<file path="config.mk">
export PLATFORM = sky130hd
export DESIGN_NAME = dsc_cordic_cell
export DESIGN_NICKNAME = d
export VERILOG_FILES = /design/src/dsc_pkg.sv /design/src/dsc_cordic_cell.sv
export SDC_FILE = /design/constraint.sdc
export NUM_CORES = 1
export LEC_CHECK = 0
export ABC_AREA = 1
export BUFFER_PORTS_ARGS = -buffer_cell sky130_fd_sc_hd__buf_4
export CAP_MARGIN = 30
export CORE_ASPECT_RATIO = 2
export CORE_UTILIZATION = 35
export DETAILED_ROUTE_END_ITERATION = 16
export PLACE_DENSITY = 0.58
export REMOVE_ABC_BUFFERS = 1
export SYNTH_ARGS = -nofsm -noshare
export SYNTH_HDL_FRONTEND = slang
export SYNTH_SLANG_ARGS = --single-unit
</file>
<file path="constraint.sdc">
create_clock -name clk -period 6.2 [get_ports clk]
set_input_delay 0.62 -clock clk [delete_from_list [all_inputs] [get_ports clk]]
set_output_delay 0.62 -clock clk [all_outputs]
set_load 0.1 [all_outputs]
</file>
<file path="src/dsc_pkg.sv">
`default_nettype none
// ----------------------------------------------------------------------------
// dsc_pkg: docking steering controller shared types and constants
// Fixed-point widths, angle constants, CORDIC arctangent table, register map.
// ----------------------------------------------------------------------------
package dsc_pkg;

  localparam int FRAC_BITS = 16;
  localparam int POS_W     = 24;             // position fields
  localparam int ANG_W     = 19;             // yaw / heading error fields
  localparam int CFG_W     = 23;             // widest register
  localparam int DIFF_W    = POS_W + 1;      // coordinate difference
  localparam int SQ_W      = 2 * DIFF_W;     // sum of squares
  localparam int ROOT_W    = DIFF_W;         // distance
  localparam int Z_W       = 35;             // CORDIC angle, 30 fraction bits
  localparam int Q30_SH    = 30 - FRAC_BITS;
  localparam int BEAR_W    = 20;             // bearing at FRAC_BITS
  localparam int QUOT_W    = 23;             // speed quotient
  localparam int NUM_W     = ROOT_W + FRAC_BITS;
  localparam int DEN_W     = FRAC_BITS + 1;
  localparam int TURN_W    = 24;

  localparam logic signed [Z_W-1:0]    PI_Q30     = 35'sd3373259426;
  localparam logic signed [BEAR_W-1:0] PI_FIX     = 20'sd205887;
  localparam logic signed [BEAR_W-1:0] TWO_PI_FIX = 20'sd411774;
  localparam logic [17:0]              FIVE_DEG   = 18'd5719;
  localparam logic [DEN_W-1:0]         ONE_FIX    = 17'd65536;

  typedef enum logic [2:0] {
    REG_TURN_GAIN     = 3'd0,
    REG_APPROACH_GAIN = 3'd1,
    REG_NEAR_DIST     = 3'd2,
    REG_FAR_DIST      = 3'd3,
    REG_MAX_SPEED     = 3'd4,
    REG_MAX_TURN      = 3'd5,
    REG_DONE_DIST     = 3'd6,
    REG_UNDER_DIST    = 3'd7
  } cfg_reg_t;

  typedef enum logic [1:0] {
    SPD_CENTER = 2'd0,
    SPD_ZERO   = 2'd1,
    SPD_MAX    = 2'd2,
    SPD_QUOT   = 2'd3
  } speed_sel_t;

  // results waiting on the speed divider
  typedef struct packed {
    logic signed [TURN_W-1:0] turn;
    logic signed [ANG_W-1:0]  err;
    logic                     docked;
    logic                     under;
    logic                     fault;
    speed_sel_t               sel;
    logic [ROOT_W-1:0]        d_center;
  } side_t;

  function automatic logic signed [Z_W-1:0] atan_q30(input int i);
    logic signed [Z_W-1:0] a;
    case (i)
      0:  a = 35'sd843314857;
      1:  a = 35'sd497837829;
      2:  a = 35'sd263043837;
      3:  a = 35'sd133525159;
      4:  a = 35'sd67021687;
      5:  a = 35'sd33543516;
      6:  a = 35'sd16775851;
      7:  a = 35'sd8388437;
      8:  a = 35'sd4194283;
      9:  a = 35'sd2097149;
      10: a = 35'sd1048576;
      11: a = 35'sd524288;
      12: a = 35'sd262144;
      13: a = 35'sd131072;
      14: a = 35'sd65536;
      15: a = 35'sd32768;
      16: a = 35'sd16384;
      17: a = 35'sd8192;
      18: a = 35'sd4096;
      19: a = 35'sd2048;
      20: a = 35'sd1024;
      21: a = 35'sd512;
      22: a = 35'sd256;
      23: a = 35'sd128;
      default: a = '0;
    endcase
    return a;
  endfunction

endpackage
`default_nettype wire

</file>
<file path="src/dsc_cordic_cell.sv">
`default_nettype none
// ----------------------------------------------------------------------------
// dsc_cordic_cell: one vectoring micro-rotation
// Drives y toward zero and accumulates the rotated angle at Q.30.
// ----------------------------------------------------------------------------
module dsc_cordic_cell #(
  parameter int XW = 44,
  parameter int I  = 0
) (
  input  wire logic                           clk,
  input  wire logic signed [XW-1:0]           x_in,
  input  wire logic signed [XW-1:0]           y_in,
  input  wire logic signed [dsc_pkg::Z_W-1:0] z_in,
  input  wire logic                           zero_in,
  output logic signed      [XW-1:0]           x_out,
  output logic signed      [XW-1:0]           y_out,
  output logic signed      [dsc_pkg::Z_W-1:0] z_out,
  output logic                                zero_out
);
  import dsc_pkg::*;

  localparam logic signed [Z_W-1:0] ANG = atan_q30(I);

  logic signed [XW-1:0] xs, ys;

  assign xs = x_in >>> I;
  assign ys = y_in >>> I;

  always_ff @(posedge clk) begin
    zero_out <= zero_in;
    if (!y_in[XW-1]) begin
      x_out <= x_in + ys;
      y_out <= y_in - xs;
      z_out <= z_in + ANG;
    end else begin
      x_out <= x_in - ys;
      y_out <= y_in + xs;
      z_out <= z_in - ANG;
    end
  end
endmodule
`default_nettype wire

</file>
# Yosys cells after proc, flatten, opt, wreduce, memory -nomap -nowiden
# Cells that the tools add are included.
# totals
register_bits	124
inputBits	125
wordCells	12
# classes
n_addsub	5
n_mux	3
# ops
cell	n
44-bit two-way mux	2
44-bit subtractor	2
44-bit adder	1
35-bit by 31-bit adder with 35-bit output (second input constant)	1
35-bit two-way mux	1
35-bit by 31-bit subtractor with 35-bit output (second input constant)	1

# Logic depth before layout (Yosys ltp)
# Gate-level depths: netlist of run 1.
# logic_depth
word_depth	2
depth_mapped	17

# Worst setup path after synthesis of run 1
# No wires, ideal clock.
# synth_timing
kind	in2reg
from	input port y_in[43]
to	register z_out[26] (netlist name)
setup_ps	112
arrival_ps	2342
required_time_ps	6088
slack_ps	3746
path_stages	13
path_cell_list	inv_2 > buf_2 > ha_1 > a21oi_1 > o21ai_1 > a21oi_1 > o21ai_2 > nand2_1 > nand2_1 > nand2_1 > nand2_1 > nand2_1 > nand2_1
# synth_between
elab_chain_len	1
# synth_rtl
element	line_no	source
start, declared	dsc_cordic_cell.sv:12	input wire logic signed [XW-1:0] y_in,
35-bit two-way mux	dsc_cordic_cell.sv:31	if (!y_in[XW-1]) begin
end signal, assigned	dsc_cordic_cell.sv:34	z_out <= z_in + ANG;
end signal, assigned	dsc_cordic_cell.sv:38	z_out <= z_in - ANG;
end, declared	dsc_cordic_cell.sv:17	output logic signed [dsc_pkg::Z_W-1:0] z_out,
# No other way between the ends.

# Final worst setup path of run 1
# layout_timing
from	input port y_in[43]
to	register z_out[32] (netlist name)
# Same word-level chain as after synthesis.

==> flow_summary.json, run 1 <==
{
  "outcome": "completed",
  "muxShareOfSynthArea": 0.00130,
  "synthXorXnorAreaFrac": 0.0318,
  "postRouteAntennaNets": 0,
  "worst_hold_path_type": "in2reg",
  "design_area_um2": 18200,
  "clock.fmax_ghz": 0.295,
  "p_per_area_nw_per_um2": 270,
  "finalNonFillerCells": 3489,
  "crit_type": "in2reg",
  "leakage_nw": 10.1,
  "place_inst": 3455,
  "syn_inst": 2713,
  "grt_max_degree": 65,
  "dpl_cell_area_um2": 17600,
  "setup_slack_ns": 2.81,
  "slowest_stage": "o21ai_1",
  "wl_per_cell_um": 20.8,
  "finalPower_mw": 4.91,
  "synthDistinctLibCells": 44,
  "cts_buffer_depth": 2,
  "use_met2": 0.626,
  "synth_compound_gate_area_share": 0.130,
  "critPathMaxStageDelay_ns": 0.71,
  "yosys_warnings": 0,
  "cts_resized": 0,
  "yosysTopAreaCellShare": 0.218,
  "hpwlAfterDp_um": 63200,
  "die_x_um": 150,
  "cts_tree": "done",
  "cp_max_fo": 64,
  "cts.sinks": 123,
  "grt_pass1_wl_um": 105000,
  "dpl_worst_slack_ns": 2.34,
  "grt.busiest_layer": "met2",
  "required_ns": 6.56,
  "die_h_um": 299,
  "nets": 3215,
  "die_area_um2": 44900,
  "vias": 17785,
  "finalCritPeriodShare": 0.547,
  "vdd_drop_max_uv": 213,
  "gr-usage-met3": 0.0392,
  "drt_wl_total_um": 72600,
  "met1_usage": 0.280,
  "cts_hold_buf": 0,
  "first_pass_iters": 5,
  "start_kind": "input pin",
  "synthSimpleGateAreaFrac": 0.402,
  "clkPwrFrac": 0.217,
  "syn_to_final_growth_pct": 17.9,
  "grt_use_total": 0.324,
  "antenna_found_initial": 6,
  "synth_area_per_cell_um2": 5.68,
  "synth_top_family_by_area": "simple AND/OR/NAND/NOR gates",
  "whs_endpoint": "zero_out",
  "max_cap_violations": 0,
  "ios": 249,
  "cts-buffers-inserted": 17,
  "rows": 108,
  "min_from": "zero_in",
  "ys_ff_latch": 123,
  "place_congestion": 0.986,
  "drtIter0Drc": 999,
  "slew_violations": 0,
  "clk_pin_slew_ns": 0.06,
  "core-area_um2": 43400,
  "setup_violations": 0,
  "arrival_ns": 3.75,
  "initial_utilization": 0.355,
  "syn-cell-area_um2": 15400,
  "htreeDepth": 4,
  "fin_util": 0.419,
  "swShare": 0.556,
  "cts_setup_buffers": 0,
  "yosys.area.top_type": "nand2_1",
  "relSlewSlack": 0.413,
  "switching_power_mw": 2.73,
  "hold_viol": 0,
  "first_global_vias": 17860,
  "crit_path_end_kind": "flip-flop",
  "pwr-share-seq": 0.203,
  "drive_gt1_frac": 0.123,
  "path_cells": "buf_4 > clkinv_2 > buf_4 > ha_1 > nand2_1 > o21ai_1 > a21oi_1 > o21ai_1 > nand4_1 > nand3_1 > nand2_1",
  "clockRootBuffer": "clkbuf_16",
  "min_path_cells": 1,
  "tns_ns": 0,
  "period_minus_slack_ns": 3.39,
  "portBuffers": 248,
  "drc": 0,
  "share_comb_of_total_power": 0.580,
  "power.internal_mw": 2.18,
  "yosysSeqAreaShare": 0.160,
  "via_per_inst": 5.10,
  "max_slew.worst_pin.slew_ns": 0.872,
  "rsz0062_at_grt": "no",
  "synth_area_leaders": "nand2_1 22%, dfxtp_1 16%, ha_1 13%",
  "synth_adder_area_share": 0.137,
  "fin_hold_ws_ns": 0.257,
  "grt_overflow": 0
}
layout by cell type, fill, tap and decap left out, drive strengths merged, types with 7 or more instances in the layout:
master,count
o21a,7
a21oi,185
nor2,285
o21bai,27
xor2,46
dfxtp,123
nand3,231
o22ai,10
nand4,21
o21ai,121
clkbuf,17
inv,461
nor3,19
nand2,914
clkinv,8
and2,9
xnor2,10
buf,251
ha,162
layer usage:
| metal | wire length [um] | up-vias |
|---|---|---|
| met4 | 7330 | 6 |
| li1 | - | 8887 |
| met3 | 3530 | 236 |
| met5 | 44 | - |
| met2 | 39000 | 687 |
| met1 | 22700 | 7969 |
worst max-delay path: cells and delay by family:
kind	cells	cell delay, ns
AO/OA/AOI/OAI	3	1.14
adder cells (fa/ha/maj)	1	0.48
buffers and inverters	3	1.00
AND/OR/NAND/NOR	4	0.48
state kept, by name, indices dropped and copies added (netlist names):
register and flops:
y_out 43, x_out 44, zero_out 1, z_out 35
how the worst max path moves through the flow:
| stage | depth (start not counted) | slack [ns] | endpoint | startpoint |
|---|---|---|---|---|
| finish | 11 | 2.81 | z_out[32] | y_in[43] |
| global route | 11 | 2.72 | z_out[32] | y_in[43] |
| CTS | 11 | 2.82 | z_out[32] | y_in[43] |
| detailed placement | 11 | 2.34 | z_out[32] | y_in[43] |
| global placement | 11 | 2.35 | z_out[32] | y_in[43] |
| floorplan | 12 | 3.26 | z_out[26] | y_in[43] |
power by group through the flow:
stage / Clock (mW) / Sequential, mW / Combinational (mW)
after floorplan: 0 / 2.13 / 0.912
after global placement: 0 / 1.02 / 2.83
after detailed placement: 0 / 1.02 / 2.84
after CTS: 1.08 / 1.00 / 2.84
after global routing: 1.10 / 1.01 / 3.01
final: 1.06 / 0.998 / 2.85
synthesized netlist by cell type (all sizes together):
master and instances:
a21boi 6, a21o 4, a21oi 185, a31oi 2
and2 9, buf 50, clkbuf 9, dfxtp 123
fa 4, ha 162, inv 456, mux2i 2
nand2 914, nand3 231, nand3b 3, nand4 21
nor2 285, nor3 19, o211ai 2, o21a 7
o21ai 121, o21bai 27, o22ai 10, o31ai 2
or2 3, xnor2 10, xor2 46
cells by family after synthesis:
group	Yosys count
xor+xnor	56
mux	2
buf+inv	515
compound gates	366
flops	123
fa+ha+maj	166
simple gates	1485
final cells by class:
cell class / count / area, um^2
flip-flops and latches: 123 / 2460
well taps: 550 / 688
inverters: 456 / 1710
clock buffers: 17 / 425
multi-input cells: 2075 / 10800
diodes: 2 / 5.00
clock inverters: 15 / 165
repair buffers: 251 / 1880
fillers: 4889 / 25200
Note: power is estimated with default switching activity, not from simulation.
==> inputs of run 2 (changes only) <==
--- a/config.mk
+++ b/config.mk
@@ -5,13 +5,13 @@
 export SDC_FILE = /design/constraint.sdc
 export NUM_CORES = 1
 export LEC_CHECK = 0
-export ABC_AREA = 1
+export ABC_AREA = 0
 export BUFFER_PORTS_ARGS = -buffer_cell sky130_fd_sc_hd__buf_4
 export CAP_MARGIN = 30
 export CORE_ASPECT_RATIO = 2
 export CORE_UTILIZATION = 35
 export DETAILED_ROUTE_END_ITERATION = 16
-export PLACE_DENSITY = 0.58
+export PLACE_DENSITY = 0.61
 export REMOVE_ABC_BUFFERS = 1
 export SYNTH_ARGS = -nofsm -noshare
 export SYNTH_HDL_FRONTEND = slang
==> constraint.sdc (replaced) <==
create_clock -name clk -period 3.1 [get_ports clk]
set_input_delay 0.31 -clock clk [delete_from_list [all_inputs] [get_ports clk]]
set_output_delay 0.31 -clock clk [all_outputs]
set_load 0.1 [all_outputs]
==> run 2 against run 1 <==
Net effect:
- cell area down 5.4%
- clock-buffer cell count up 1
- combinational power up 120%
- critical endpoint is now x_out[40]
- largest cell class unchanged
==> flow_summary.json, run 2 <==
{
  "drt_wl_total_um": 51500,
  "top_regs": "x_out x44, y_out x43, z_out x35",
  "slowest_stage": "or4_4",
  "clk_pin_slew_ns": 0.06,
  "min_path_cells": 2,
  "die_h_um": 265,
  "yosysSeqAreaShare": 0.203,
  "async_reset_ff_frac": 0,
  "clock.fmax_ghz": 0.341,
  "synth_ff_type": "dfxtp_1",
  "grt_max_degree": 54,
  "outcome": "completed",
  "yosysTopAreaCellShare": 0.203,
  "portBuffers": 248,
  "first_pass_iters": 5,
  "synthDistinctLibCells": 84,
  "cts_buffer_depth": 2,
  "ios": 249,
  "crit_path_end_kind": "flip-flop",
  "yosys.area.top_type": "dfxtp_1",
  "setup_violations": 0,
  "max_cap_violations": 0,
  "syn_to_final_growth_pct": 41.6,
  "vdd_drop_max_uv": 533,
  "synth_edf_count": 0,
  "p_per_area_nw_per_um2": 611,
  "grt_pass1_wl_um": 78000,
  "synth_area_leaders": "dfxtp_1 20%, ha_1 17%, a21oi_1 8.3%",
  "finalCritPeriodShare": 0.947,
  "whs_endpoint": "z_out[0]",
  "first_global_vias": 14504,
  "drive_gt1_frac": 0.311,
  "required_ns": 3.44,
  "ys_ff_latch": 123,
  "cts-buffers-inserted": 17,
  "rsz0062_at_grt": "no",
  "die_x_um": 134,
  "fin_util": 0.502,
  "synth_area_per_cell_um2": 7.68,
  "critPathMaxStageDelay_ns": 0.59,
  "period_minus_slack_ns": 2.93,
  "nets": 2388,
  "crit_cells": 15,
  "path_cells": "buf_4 > inv_1 > ha_1 > nand3_1 > or4_4 > nor2_2 > a211oi_2 > buf_4 > buf_4 > nor2_1 > o21ai_0 > buf_4 > a21oi_1 > o31ai_1 > xnor2_1",
  "htreeDepth": 4,
  "setup_slack_ns": 0.165,
  "worst_hold_path_type": "in2reg",
  "largest_register": "x_out",
  "slew_violations": 0,
  "crit_buf_inv": 5,
  "grt_use_total": 0.292,
  "place_congestion": 1.01,
  "layout_commonest_cell": "buf_4",
  "start_kind": "input pin",
  "largest_register_ffs": 44,
  "path_delay_family": "simple AND/OR/NAND/NOR gates",
  "fillers": 3365,
  "synth_common_cells": "201 x a21oi_1, 162 x ha_1, 137 x nor2_1",
  "antenna_cells": 0,
  "max_slew.worst_pin.slew_ns": 0.684,
  "core-area_um2": 34200,
  "relSlewSlack": 0.540,
  "initial_utilization": 0.354,
  "critPathLaunch": "x_in[8]",
  "vias": 13867,
  "syn_inst": 1578,
  "finalNonFillerCells": 2551,
  "arrival_ns": 3.28,
  "cts.sinks": 123,
  "leakage_nw": 8.35,
  "antenna_found_initial": 0,
  "hpwlAfterDp_um": 43300,
  "rows": 96,
  "hold_viol": 0,
  "via_per_inst": 5.44,
  "cts_tree": "done",
  "yosys_warnings": 0,
  "wl_per_cell_um": 20.2,
  "cp_common_cell": "buf_4",
  "place_inst": 2518,
  "grt_overflow": 0,
  "die_area_um2": 35400,
  "drc": 0,
  "clockRootBuffer": "clkbuf_16",
  "synth_most_common_cell": "a21oi_1",
  "min_from": "z_in[0]",
  "cts_resized": 0,
  "dpl_worst_slack_ns": -0.220,
  "cp_max_fo": 6,
  "postRouteAntennaNets": 0,
  "mostFrequentLayoutCells": "559 x buf_4, 201 x a21oi_1, 162 x ha_1",
  "crit_type": "in2reg",
  "syn-cell-area_um2": 12100,
  "drtIter0Drc": 774
}
-- run 2: cell count changes after synthesis, sizes merged, moves of 33 or more --
cell | before | now
xor2 | 46 | 13
a21o | 4 | 56
xnor2 | 10 | 100
inv | 456 | 139
nand3 | 231 | 25
nor2 | 285 | 139
nand2 | 914 | 86
-- run 2: worst max-delay path by stage --
stage,to
after floorplan,z_out[34]
after global placement,x_out[40]
after detailed placement,x_out[40]
after CTS,x_out[16]
after global routing,x_out[40]
final,x_out[40]
-- run 2: repair_timing --
item	CTS	global route
hold endpoints to repair	1	0
hold buffers	1	0
setup endpoints to repair	0	0
buffers inserted	0	0
-- run 2: cells by family (layout without fill, tap and decap cells) --
| logic type | after synthesis | after routing | share of synthesized area |
|---|---|---|---|
| AOI/OAI and AO/OA | 578 | 578 | 0.308 |
| and+or+nand+nor | 375 | 375 | 0.149 |
| buffers and inverters | 205 | 737 | 0.0697 |
| adders and majority gates | 166 | 166 | 0.174 |
| DFF | 123 | 123 | 0.203 |
| xor gates and xnor gates | 113 | 113 | 0.0816 |
| muxes | 18 | 18 | 0.0149 |
-- run 2: stage by stage --
| stage | setup TNS [ns] | hold WS [ns] | total power [mW] | instance area [um^2] |
|---|---|---|---|---|
| 2_1_floorplan | -9.68 | 0.338 | 6.40 | 11800 |
| 3_3_place_gp | -3.15 | 0.415 | 8.41 | 16600 |
| 3_5_place_dp | -3.48 | 0.416 | 8.43 | 16600 |
| 4_1_cts | 0 | 0.0406 | 10.5 | 17200 |
| 5_1_grt | 0 | 0.0572 | 10.9 | 17200 |
| 6_report | 0 | 0.0598 | 10.5 | 17200 |
-- run 2: routing by layer --
layer / GRT usage / up-vias / routed length (um)
li1: - / 6656 / -
met1: 0.247 / 6443 / 16100
met2: 0.575 / 545 / 28500
met3: 0.0358 / 223 / 1860
met4: 0.269 / 0 / 4980
met5: 0 / - / 0
-- run 2: final cells by class --
class                      instances  area, um^2  area share
inverter                         144         541      0.0315
sequential                       123        2460       0.143
tap                              441         552      0.0321
clock inverter                    14         136     0.00794
multi-input combinational       1250        8820       0.513
clock buffer                      18         439      0.0256
timing repair buffer             561        4230       0.246
-- run 2: power breakdown --
part	internal (mW)	switching, mW	leakage (nW)	total, mW
Clock	1.14	0.912	0.280	2.05
Sequential	1.96	0.143	1.04	2.10
Combinational	1.81	4.54	7.04	6.34
