--- config.mk ---
export PLATFORM = sky130hd
export DESIGN_NAME = dsc_sqrt_cell
export DESIGN_NICKNAME = d
export VERILOG_FILES = /design/src/dsc_pkg.sv /design/src/dsc_sqrt_cell.sv
export SDC_FILE = /design/constraint.sdc
export NUM_CORES = 1
export LEC_CHECK = 0
export BUFFER_PORTS_ARGS = -buffer_cell sky130_fd_sc_hd__buf_2
export CORE_MARGIN = 10
export CORE_UTILIZATION = 49
export DETAILED_ROUTE_END_ITERATION = 12
export GPL_TIMING_DRIVEN = 0
export PLACE_DENSITY = 0.85
export SYNTH_ARGS = -nofsm -noshare
export SYNTH_HDL_FRONTEND = slang
export SYNTH_SLANG_ARGS = --single-unit
export TNS_END_PERCENT = 50
--- constraint.sdc ---
create_clock -name clk -period 3.8 [get_ports clk]
set_clock_uncertainty 0.05 [all_clocks]
set_input_delay 0.76 -clock clk [delete_from_list [all_inputs] [get_ports clk]]
set_output_delay 0.76 -clock clk [all_outputs]
set_load 0.01 [all_outputs]
--- src/dsc_pkg.sv ---
`default_nettype none
// ----------------------------------------------------------------------------
// dsc_pkg: docking steering controller shared types and constants
// Fixed-point widths, angle constants, CORDIC arctangent table, register map.
// ----------------------------------------------------------------------------
package dsc_pkg;

  localparam int FRAC_BITS = 16;
  localparam int POS_W     = 24;             // position fields
  localparam int ANG_W     = 19;             // yaw / heading error fields
  localparam int CFG_W     = 23;             // widest register
  localparam int DIFF_W    = POS_W + 1;      // coordinate difference
  localparam int SQ_W      = 2 * DIFF_W;     // sum of squares
  localparam int ROOT_W    = DIFF_W;         // distance
  localparam int Z_W       = 35;             // CORDIC angle, 30 fraction bits
  localparam int Q30_SH    = 30 - FRAC_BITS;
  localparam int BEAR_W    = 20;             // bearing at FRAC_BITS
  localparam int QUOT_W    = 23;             // speed quotient
  localparam int NUM_W     = ROOT_W + FRAC_BITS;
  localparam int DEN_W     = FRAC_BITS + 1;
  localparam int TURN_W    = 24;

  localparam logic signed [Z_W-1:0]    PI_Q30     = 35'sd3373259426;
  localparam logic signed [BEAR_W-1:0] PI_FIX     = 20'sd205887;
  localparam logic signed [BEAR_W-1:0] TWO_PI_FIX = 20'sd411774;
  localparam logic [17:0]              FIVE_DEG   = 18'd5719;
  localparam logic [DEN_W-1:0]         ONE_FIX    = 17'd65536;

  typedef enum logic [2:0] {
    REG_TURN_GAIN     = 3'd0,
    REG_APPROACH_GAIN = 3'd1,
    REG_NEAR_DIST     = 3'd2,
    REG_FAR_DIST      = 3'd3,
    REG_MAX_SPEED     = 3'd4,
    REG_MAX_TURN      = 3'd5,
    REG_DONE_DIST     = 3'd6,
    REG_UNDER_DIST    = 3'd7
  } cfg_reg_t;

  typedef enum logic [1:0] {
    SPD_CENTER = 2'd0,
    SPD_ZERO   = 2'd1,
    SPD_MAX    = 2'd2,
    SPD_QUOT   = 2'd3
  } speed_sel_t;

  // results waiting on the speed divider
  typedef struct packed {
    logic signed [TURN_W-1:0] turn;
    logic signed [ANG_W-1:0]  err;
    logic                     docked;
    logic                     under;
    logic                     fault;
    speed_sel_t               sel;
    logic [ROOT_W-1:0]        d_center;
  } side_t;

  function automatic logic signed [Z_W-1:0] atan_q30(input int i);
    logic signed [Z_W-1:0] a;
    case (i)
      0:  a = 35'sd843314857;
      1:  a = 35'sd497837829;
      2:  a = 35'sd263043837;
      3:  a = 35'sd133525159;
      4:  a = 35'sd67021687;
      5:  a = 35'sd33543516;
      6:  a = 35'sd16775851;
      7:  a = 35'sd8388437;
      8:  a = 35'sd4194283;
      9:  a = 35'sd2097149;
      10: a = 35'sd1048576;
      11: a = 35'sd524288;
      12: a = 35'sd262144;
      13: a = 35'sd131072;
      14: a = 35'sd65536;
      15: a = 35'sd32768;
      16: a = 35'sd16384;
      17: a = 35'sd8192;
      18: a = 35'sd4096;
      19: a = 35'sd2048;
      20: a = 35'sd1024;
      21: a = 35'sd512;
      22: a = 35'sd256;
      23: a = 35'sd128;
      default: a = '0;
    endcase
    return a;
  endfunction

endpackage
`default_nettype wire

--- src/dsc_sqrt_cell.sv ---
`default_nettype none
// ----------------------------------------------------------------------------
// dsc_sqrt_cell: one root bit of a restoring integer square root
// Decides root bit J and passes remainder and partial root on.
// ----------------------------------------------------------------------------
module dsc_sqrt_cell #(
  parameter int J = 0
) (
  input  wire logic                      clk,
  input  wire logic [dsc_pkg::SQ_W-1:0]   rem_in,
  input  wire logic [dsc_pkg::ROOT_W-1:0] root_in,
  output logic      [dsc_pkg::SQ_W-1:0]   rem_out,
  output logic      [dsc_pkg::ROOT_W-1:0] root_out
);
  import dsc_pkg::*;

  localparam logic [SQ_W:0] BIT_SQ = (SQ_W+1)'(1) << (2 * J);

  logic [SQ_W:0] trial;

  // (root + 2^J)^2 - root^2 = root*2^(J+1) + 2^(2J)
  assign trial = ((SQ_W+1)'(root_in) << (J + 1)) + BIT_SQ;

  always_ff @(posedge clk) begin
    if ({1'b0, rem_in} >= trial) begin
      rem_out  <= SQ_W'({1'b0, rem_in} - trial);
      root_out <= root_in | (ROOT_W'(1) << J);
    end else begin
      rem_out  <= rem_in;
      root_out <= root_in;
    end
  end
endmodule
`default_nettype wire

# --- After elaboration in Yosys (flattened, before gate mapping) ---
# Cells that the tools add are included.
op_classes:
  n_lt_le_gt_ge: 1
  n_mul: 0
  div: 0
  bitwise: 0
  reduce_logical: 0
  eq_ne: 0
  n_shift: 0
  mux: 1
  n_addsub: 2
ops:
  columns: ["cell", "n"]
  rows:
  - ["$ge 50x27->1", 1]
  - ["$mux 50", 1]
  - ["$sub 50x27->50", 1]
  - ["$add 26x1->27 const B", 1]
totals:
  mem_bits_rw: 0
  mem_count: 0
  output_inout_bits: 75
  ff_bits: 75
  latchBits: 0
  input_bits: 76
  rom_bits: 0

# --- Depth between registers and ports, before layout ---
# Gate-level depths: netlist (run 1).
logic_depth:
  depth_word: 3
  mapped_depth: 14

# --- Worst setup path after synthesis (run 1) ---
# No wires, ideal clock.
synth_timing:
  kind: "input to register"
  startpoint: "input rem_in[40] in the netlist's numbering"
  endpoint: "register rem_out[23] in the netlist's numbering"
  slack_ps: 483
  t_arrival_ps: 3146
  cell_stages: 9
  n_path_buf: 2
  cell_sequence: "or4_4 or3_4 or4_1 a211o_1 nor2b_1 o21a_1 buf_6 buf_6 mux2_2"
synth_between:
  elab_chain_len: 2
synth_lines:
  columns: ["item", "line", "text"]
  rows:
  - ["from (decl)", "dsc_sqrt_cell.sv:10", "input wire logic [dsc_pkg::SQ_W-1:0] rem_in,"]
  - ["$ge 50x27->1", "dsc_sqrt_cell.sv:25", "if ({1'b0, rem_in} >= trial) begin"]
  - ["$mux 50", "dsc_sqrt_cell.sv:25", null]
  - ["to (signal assigned)", "dsc_sqrt_cell.sv:26", "rem_out <= SQ_W'({1'b0, rem_in} - trial);"]
  - ["to (signal assigned)", "dsc_sqrt_cell.sv:29", "rem_out <= rem_in;"]
  - ["to (decl)", "dsc_sqrt_cell.sv:12", "output logic [dsc_pkg::SQ_W-1:0] rem_out,"]
# No other way between the ends.
# A chain may end at the register's enable or synchronous reset.

# --- Final worst setup path (run 1) ---
layout_timing:
  startpoint: "input root_in[10] in the netlist's numbering"
  endpoint: "register rem_out[41] in the netlist's numbering"
layout_between:
  elab_chain_len: 3
layout_lines:
  columns: ["item", "line", "text"]
  rows:
  - ["from (decl)", "dsc_sqrt_cell.sv:11", "input wire logic [dsc_pkg::ROOT_W-1:0] root_in,"]
  - ["$add 26x1->27 *", "dsc_sqrt_cell.sv:22", "assign trial = ((SQ_W+1)'(root_in) << (J + 1)) + BIT_SQ;"]
  - ["$sub 50x27->50 or $ge 50x27->1 (tied branches)", "dsc_sqrt_cell.sv:26, dsc_sqrt_cell.sv:25", null]
  - ["$mux 50 *", "dsc_sqrt_cell.sv:25", null]
# Mark *: on every way between the ends. The rest lies on a longest branch, timed or not.

==> results of run 1 <==
## cells in the final DEF, fill, tap and decap left out, drive strengths merged, types with 2 or more instances in the layout
cell type | netlist | layout
buf | 7 | 157
dfxtp | 75 | 75
nand2 | 48 | 48
inv | 37 | 37
o21ai | 36 | 36
a21oi | 31 | 31
xor2 | 30 | 30
ha | 26 | 26
clkbuf | 16 | 26
nor2 | 20 | 20
xnor2 | 17 | 17
nor4 | 13 | 13
nand4 | 12 | 12
nor3 | 8 | 8
a21o | 7 | 7
or3 | 7 | 7
o211ai | 6 | 6
nand3 | 5 | 5
o21bai | 5 | 5
or4 | 5 | 5
o31ai | 5 | 5
nand2b | 4 | 4
nand3b | 4 | 4
nor2b | 4 | 4
o21a | 4 | 4
nor4b | 3 | 3
and2 | 2 | 2
a31oi | 2 | 2
a211oi | 2 | 2
and3 | 2 | 2
o31a | 2 | 2
o22ai | 2 | 2
a2111oi | 2 | 2
clkinvlp | 0 | 2
clkinv | 0 | 2
## metrics by stage
step	total power, mW	utilization (%)
after floorplan	1.22	-
after global placement	1.43	62.1
after detailed placement	1.44	62.1
after CTS	2.03	64.4
after global routing	2.12	64.5
final	2.02	64.5
## cells by family after synthesis
kind of cell	count (synthesis)	share of synthesized area, %
AND/OR/NAND/NOR	140	18.2
AO/OA/AOI/OAI	114	17.6
flip-flops	75	37.9
buffers and inverters	60	6.97
XOR/XNOR	47	10.4
adder cells (fa/ha/maj)	27	8.71
multiplexers	1	0.284
## layer usage
metal  global-route usage [%]  vias to the layer above  wire length [um]
met4                     8.55                        0               349
met2                     33.6                      168              6000
met5                        0                        -                 0
li1                         -                     1940                 -
met1                     21.6                     1792              4730
met3                     5.80                       27              1130
## final timing paths
kind / start / depth (start not counted) / end
worst max-delay path: root_in[10] / 13 / rem_out[41]
worst min-delay path: root_in[15] / 1 / root_out[15]
## flip-flops by register name (all words and copies together) (netlist names)
name	flops
root_out	25
rem_out	50
## report_power, final
group	switching, mW	internal, mW	leakage [nW]
Combinational	0.311	0.216	1.62
Clock	0.297	0.298	0.0881
Sequential	0.0199	0.878	0.633
Total	0.628	1.39	2.34
## final cells by class
cell class                      count  share of cell area [%]
Multi-Input combinational cell    329                    43.6
Sequential cell                    75                    29.8
Clock inverter                      5                    1.09
Clock buffer                       10                    2.54
Buffer                             23                    2.73
Inverter                           37                    2.76
Timing Repair Buffer              150                    14.9
Tap cell                          102                    2.54
==> flow_summary_export.csv, run 1 <==
group,metric,value,unit
routing,ant_nets,0,
setup_path,cp_data_required_time,3.96,ns
sta,fin_ws,0.207,ns
yosys,synth_top_area_share,37.9,%
sta,period_share,94.5,%
cts,cts.root.buffer_cell,"clkbuf_8",
sta,setup_viol,0,
routing,drt_iter0_markers,222,
cts,clkSlewWorstSetupHoldPaths,0.08,ns
setup_path,path_class,"in2reg",
layout,final-instance-count-excl-fill,731,
cts,cts_resized,0,
grt,grt_pass1_wl,18700,um
cts,clock_path_buffers,2,
cts,tritoncts,"yes",
setup_path,crit_fanout,10,
layout,nets,728,
layout,fillers,703,
sta,slew_viol_final,0,
yosys,syn_area,3970,sq um
outcome,outcome,"complete, no violations",
routing,vias,3927,
floorplanning,die_area,12100,sq um
floorplanning,die_h,110,um
yosys,yosysSeqAreaShare,37.9,%
setup_path,end_kind,"flop",
setup_path,path_cells,"buf_2, inv_1, ha_1, clkbuf_1, nand4_1, nor3_1, o21ai_0, a31oi_1, a21oi_1, o21a_1, buf_6, a2111oi_0, xor2_1",
layout,final_area,5030,sq um
layout,area_growth,26.9,%
routing,via_per_inst,5.37,
yosys,postSynthAreaPerCell,8.55,sq um
routing,drt-wirelength-per-cell,16.7,um
sta,min_period,3.59,ns
setup_path,worstPathArrival,3.76,ns
sta,hold_viol,0,
yosys,ys_ff_latch,75,
yosys,syn-num-nets,567,
cts,numClockSinks,75,
cts,h-tree-depth,3,
cts,post_cts_buffers,0,
setup_path,worst-path-buf-inv,4,
cts,cts_buffers,9,
placement,hpwl,9920,um
yosys,yosysUniqueCellTypes,54,
setup_path,slowest_delay,0.47,ns
sta,fin_tns_setup,0,ns
run,drv_cap,0,
floorplanning,die_x,110,um
grt,first_global_vias,3973,
floorplanning,initial_core_util,50.8,%
sta,rsz0062_at_grt,"no",
setup_path,cpMaxStageDelayCell,"a2111oi_0",
yosys,synth_largest_area_cell,"dfxtp_1",
sta,tightest_slew,0.812,ns
yosys,ys_top_cells_by_area,"dfxtp_1 (38%), ha_1 (8.2%), xor2_1 (6.6%)",
placement,place_area,4840,sq um
placement,port_buffers,150,
grt,grt_overflow_total,0,
routing,route.detailed.drc,0,
sta,fmax,278,MHz
grt,grt_usage,19.4,%
sta,timing.slew.headroom,44.5,%
yosys,syn_inst,464,
yosys,synth_flop_cell,"dfxtp_1",
hold_path,min_path_type,"in2reg",
placement,dp.cells,716,
power,vdd_ir_drop_max,0.000201,V
layout,multiInputGateArea,2190,sq um
floorplanning,core_area,7810,sq um
setup_path,startpoint_type,"input port",
yosys,async_flop_share,0,%
grt,antenna_found_initial,0,
sta,hold_slack,0.465,ns
layout,regArea,1500,sq um
grt,grt_start_max_net_pins,13,
yosys,synth-edff-count,0,
floorplanning,placementRows,32,
routing,routed_wl,12200,um
layout,drive_above_1_share,28.3,%
yosys,yosysMostFrequentCell,"dfxtp_1",
routing,firstDrtPassIters,5,
power,p_leak,2.34,nW
setup_path,critPathTopFamily,"compound AO/OA/AOI/OAI gates",
floorplanning,ios,151,
yosys,ys_warn_count,0,
layout,diodes,0,
yosys,ys_top_cells_by_count,"dfxtp_1 (75), nand2_1 (48), inv_1 (37), o21ai_0 (35), a21oi_1 (31)",
power,powerDensity,401,nW/um^2
placement,dpl_worst_slack,-0.0891,ns
cts,ctsHoldBuffers,0,
placement,gp_congestion,0.894,
Power figures use the tool's default switching activity.
==> run 2: changes to the inputs <==
MAX_ROUTING_LAYER = met4   (was not set)
==> flow_summary_export.csv, run 2 (same netlist as run 1, synthesis figures left out) <==
group,metric,value,unit
layout,final-instance-count-excl-fill,730,
run,drv_cap,0,
setup_path,cpMaxStageDelayCell,"o31ai_1",
routing,route.detailed.drc,0,
grt,antenna_found_initial,0,
layout,drive_above_1_share,28.2,%
routing,ant_nets,0,
floorplanning,die_h,110,um
sta,hold_viol,0,
floorplanning,ios,151,
sta,fmax,280,MHz
routing,drt-wirelength-per-cell,16.5,um
placement,hpwl,9790,um
sta,rsz0062_at_grt,"no",
setup_path,worstPathArrival,3.75,ns
grt,grt_usage,20.0,%
floorplanning,die_x,110,um
cts,numClockSinks,75,
cts,ctsHoldBuffers,0,
grt,grt_start_max_net_pins,13,
grt,first_global_vias,4013,
cts,tritoncts,"yes",
floorplanning,die_area,12100,sq um
placement,dp.cells,716,
power,powerDensity,424,nW/um^2
sta,fin_tns_setup,0,ns
layout,fillers,692,
cts,cts_resized,0,
floorplanning,placementRows,32,
cts,cts_buffers,9,
grt,grt_overflow_total,0,
layout,largest_register_ffs,50,
layout,final_cell_mix,"buf_2 (150), dfxtp_1 (75), nand2_1 (48)",
grt,grt_pass1_wl,18700,um
routing,firstDrtPassIters,4,
sta,slew_viol_final,0,
routing,via_per_inst,5.43,
layout,area_growth,27.9,%
routing,vias,3965,
setup_path,worst-path-buf-inv,3,
placement,place_area,4840,sq um
layout,diodes,0,
placement,gp_congestion,0.914,
layout,regMostFlops,"rem_out",
cts,clkSlewWorstSetupHoldPaths,0.08,ns
sta,setup_viol,0,
layout,final_common_cell,"buf_2",
cts,h-tree-depth,3,
power,vdd_ir_drop_max,0.000203,V
layout,final_util,65.0,%
setup_path,crit_fanout,10,
cts,clock_path_buffers,2,
sta,tightest_slew,0.836,ns
power,p_leak,2.37,nW
outcome,outcome,"complete, no violations",
sta,period_share,93.8,%
hold_path,min_path_type,"in2reg",
floorplanning,initial_core_util,50.8,%
layout,nets,728,
layout,reg_top3,"rem_out (50), root_out (25)",
cts,cts.root.buffer_cell,"clkbuf_8",
setup_path,end_kind,"flop",
sta,min_period,3.57,ns
placement,port_buffers,150,
sta,timing.slew.headroom,42.8,%
routing,drt_iter0_markers,217,
power,design_power_total,2.15,mW
routing,routed_wl,12000,um
setup_path,cp_data_required_time,3.98,ns
setup_path,startpoint_type,"input port",
floorplanning,core_area,7810,sq um
layout,final_area,5070,sq um
cts,post_cts_buffers,0,
setup_path,slowest_delay,0.70,ns
setup_path,path_class,"in2reg",
setup_path,critPathTopFamily,"compound AO/OA/AOI/OAI gates",
setup_path,path_cells,"buf_2, inv_1, ha_1, clkbuf_1, nand4_1, nor3_1, o21ai_0, a31oi_1, a21oi_1, o31ai_1, nor4b_1, xor2_1",
run 2: changes by cell type in the layout (fill, tap and decap cells not counted), sizes merged:
cell / before / now
clkinvlp: 2 / 0
clkbuf: 26 / 25
bufinv: 1 / 3
run 2: worst paths after layout:
check,start,to,slack [ns],cells after the start
worst min-delay path,root_in[19],root_out[19],0.46,1
worst max-delay path,root_in[10],rem_out[40],0.23,12
run 2: layer usage:
metal / global-route usage (%) / vias up / wire length [um]
li1: - / 1941 / -
met1: 23.0 / 1838 / 4890
met2: 33.2 / 162 / 5960
met3: 4.24 / 24 / 897
met4: 7.99 / 0 / 302
met5: - / - / 0
run 2: area by class of cell:
type / count / area, sq um / share of cell area, %
Buffer: 23 / 138 / 2.71
Multi-Input combinational cell: 329 / 2190 / 43.1
Timing Repair Buffer: 150 / 751 / 14.8
Clock buffer: 9 / 124 / 2.44
Clock inverter: 5 / 104 / 2.05
Inverter: 37 / 139 / 2.74
Tap cell: 102 / 128 / 2.52
Sequential cell: 75 / 1500 / 29.6
run 2: through the flow:
stage	hold slack [ns]	setup WS [ns]
after detailed placement	0.828	-0.102
after CTS	0.465	0.271
after global placement	0.827	-0.0293
final	0.462	0.234
after floorplan	0.738	0.483
after global routing	0.448	0.0368
run 2: power by group:
part	switching (mW)	total [mW]	internal, mW
logic	0.308	0.524	0.216
clock network	0.298	0.727	0.429
registers	0.0204	0.898	0.878
total	0.627	2.15	1.52
==> run 3: changes to the inputs <==
GPL_TIMING_DRIVEN = not set   (was 0)
==> flow_summary_export.csv, run 3 (same netlist as run 1, synthesis figures left out) <==
group,metric,value,unit
setup_path,worst-path-buf-inv,2,
layout,fillers,661,
hold_path,min_path_type,"in2reg",
cts,post_cts_buffers,0,
placement,port_buffers,150,
setup_path,end_kind,"flop",
cts,cts.root.buffer_cell,"clkbuf_8",
layout,largest_register_ffs,50,
sta,slew_viol_final,0,
setup_path,cp_data_required_time,3.98,ns
setup_path,cp_num_cells,9,
sta,setup_viol,0,
floorplanning,ios,151,
cts,tritoncts,"yes",
routing,drt-wirelength-per-cell,16.3,um
setup_path,cpMaxStageDelayCell,"or4_4",
placement,gp_congestion,0.988,
setup_path,critPathTopFamily,"simple AND/OR/NAND/NOR gates",
cts,clock_path_buffers,2,
layout,final_cell_mix,"buf_2 (150), dfxtp_1 (75), nand2_1 (48)",
layout,area_growth,25.1,%
routing,route.detailed.drc,0,
routing,ant_nets,0,
power,powerDensity,410,nW/um^2
run,drv_cap,0,
routing,routed_wl,11700,um
layout,final_common_cell,"buf_2",
grt,grt_start_max_net_pins,26,
power,p_leak,2.32,nW
setup_path,startpoint,"rem_in[40]",
grt,grt_overflow_total,0,
power,pwr-share-clk,29.6,%
routing,vias,3974,
sta,fin_tns_setup,0,ns
cts,h-tree-depth,3,
sta,fmax,291,MHz
routing,via_per_inst,5.54,
grt,first_global_vias,3815,
layout,diodes,0,
setup_path,path_class,"in2reg",
floorplanning,die_h,110,um
layout,nets,713,
grt,grt_pass1_wl,17900,um
sta,period_share,90.4,%
placement,hpwl,9440,um
grt,grt_usage,19.0,%
cts,numClockSinks,75,
power,power.share.switching,31.1,%
cts,cts_buffers,9,
setup_path,crit_end,"rem_out[13]",
outcome,outcome,"complete, no violations",
floorplanning,die_x,110,um
setup_path,worstPathArrival,3.61,ns
cts,cts_resized,0,
power,switchingPower,0.634,mW
routing,drt_iter0_markers,237,
power,power_frac_seq,44.1,%
power,comb_power_share,26.3,%
power,vdd_ir_drop_max,0.000213,V
floorplanning,core_area,7810,sq um
setup_path,crit_fanout,25,
routing,firstDrtPassIters,7,
sta,rsz0062_at_grt,"no",
sta,timing.slew.headroom,50.0,%
floorplanning,initial_core_util,50.8,%
layout,drive_above_1_share,29.3,%
setup_path,path_cells,"buf_2, or4_4, or3_4, or4_1, a211o_1, nor2b_1, o21a_2, buf_4, o21ai_0",
grt,antenna_found_initial,0,
sta,min_period,3.43,ns
cts,ctsHoldBuffers,0,
sta,hold_viol,0,
layout,final_util,63.5,%
setup_path,slowest_delay,0.54,ns
floorplanning,die_area,12100,sq um
sta,tightest_slew,0.731,ns
cts,clkSlewWorstSetupHoldPaths,0.08,ns
setup_path,startpoint_type,"input port",
layout,regMostFlops,"rem_out",
floorplanning,placementRows,32,
layout,reg_top3,"rem_out (50), root_out (25)",
power,internal_power,1.40,mW
run 3: cell count changes in the layout (fill, tap and decap cells not counted), moves of 2 or more:
cell	delta
buf_6	-5
clkbuf_1	-14
clkinvlp_4	+2
bufinv_16	-2
clkinv_2	+2
clkbuf_2	-2
buf_4	+8
run 3: area by class of cell:
class,count,area [sq um],area share [%]
Multi-Input combinational cell,329,2190,44.1
Sequential cell,75,1500,30.3
Inverter,37,139,2.80
Clock inverter,7,68.8,1.39
Clock buffer,9,124,2.50
Tap cell,102,128,2.57
Timing Repair Buffer,158,811,16.3
run 3: worst min path at each step:
stage	from	endpoint	slack (ns)	depth (start not counted)
final	root_in[2]	root_out[2]	0.47	1
after global routing	root_in[14]	root_out[14]	0.45	1
after CTS	root_in[9]	root_out[9]	0.46	1
after detailed placement	root_in[9]	root_out[9]	0.83	1
after global placement	root_in[14]	root_out[14]	0.83	1
after floorplan	root_in[10]	root_out[10]	0.74	0
run 3: stage by stage:
step                      cells  hold slack (ns)  setup slack (ns)  area [sq um]  total power [mW]
final                       717            0.468             0.366          4960              2.04
after global routing        717            0.455             0.166          4960              2.14
after CTS                   717            0.461             0.420          4960              2.05
after detailed placement    701            0.827            0.0503          4770              1.45
after global placement      701            0.826             0.175          4770              1.43
after floorplan             464            0.738             0.483          3970              1.22
run 3: power by group through the flow:
| stage | sequential [mW] | clock [mW] | combinational (mW) |
|---|---|---|---|
| 2_1_floorplan | 0.969 | 0 | 0.252 |
| 6_report | 0.899 | 0.602 | 0.536 |
| 5_1_grt | 0.908 | 0.647 | 0.587 |
| 3_5_place_dp | 0.916 | 0 | 0.531 |
| 3_3_place_gp | 0.916 | 0 | 0.516 |
| 4_1_cts | 0.899 | 0.613 | 0.535 |
run 3: layer usage:
layer  track usage (%)  vias to the layer above  part of all wire, %
li1                  -                     1912                    -
met1              21.1                     1818                   40
met2              31.6                      220                   49
met3              5.75                       24                  9.4
met4              6.78                        0                  2.1
met5                 -                        -                    0
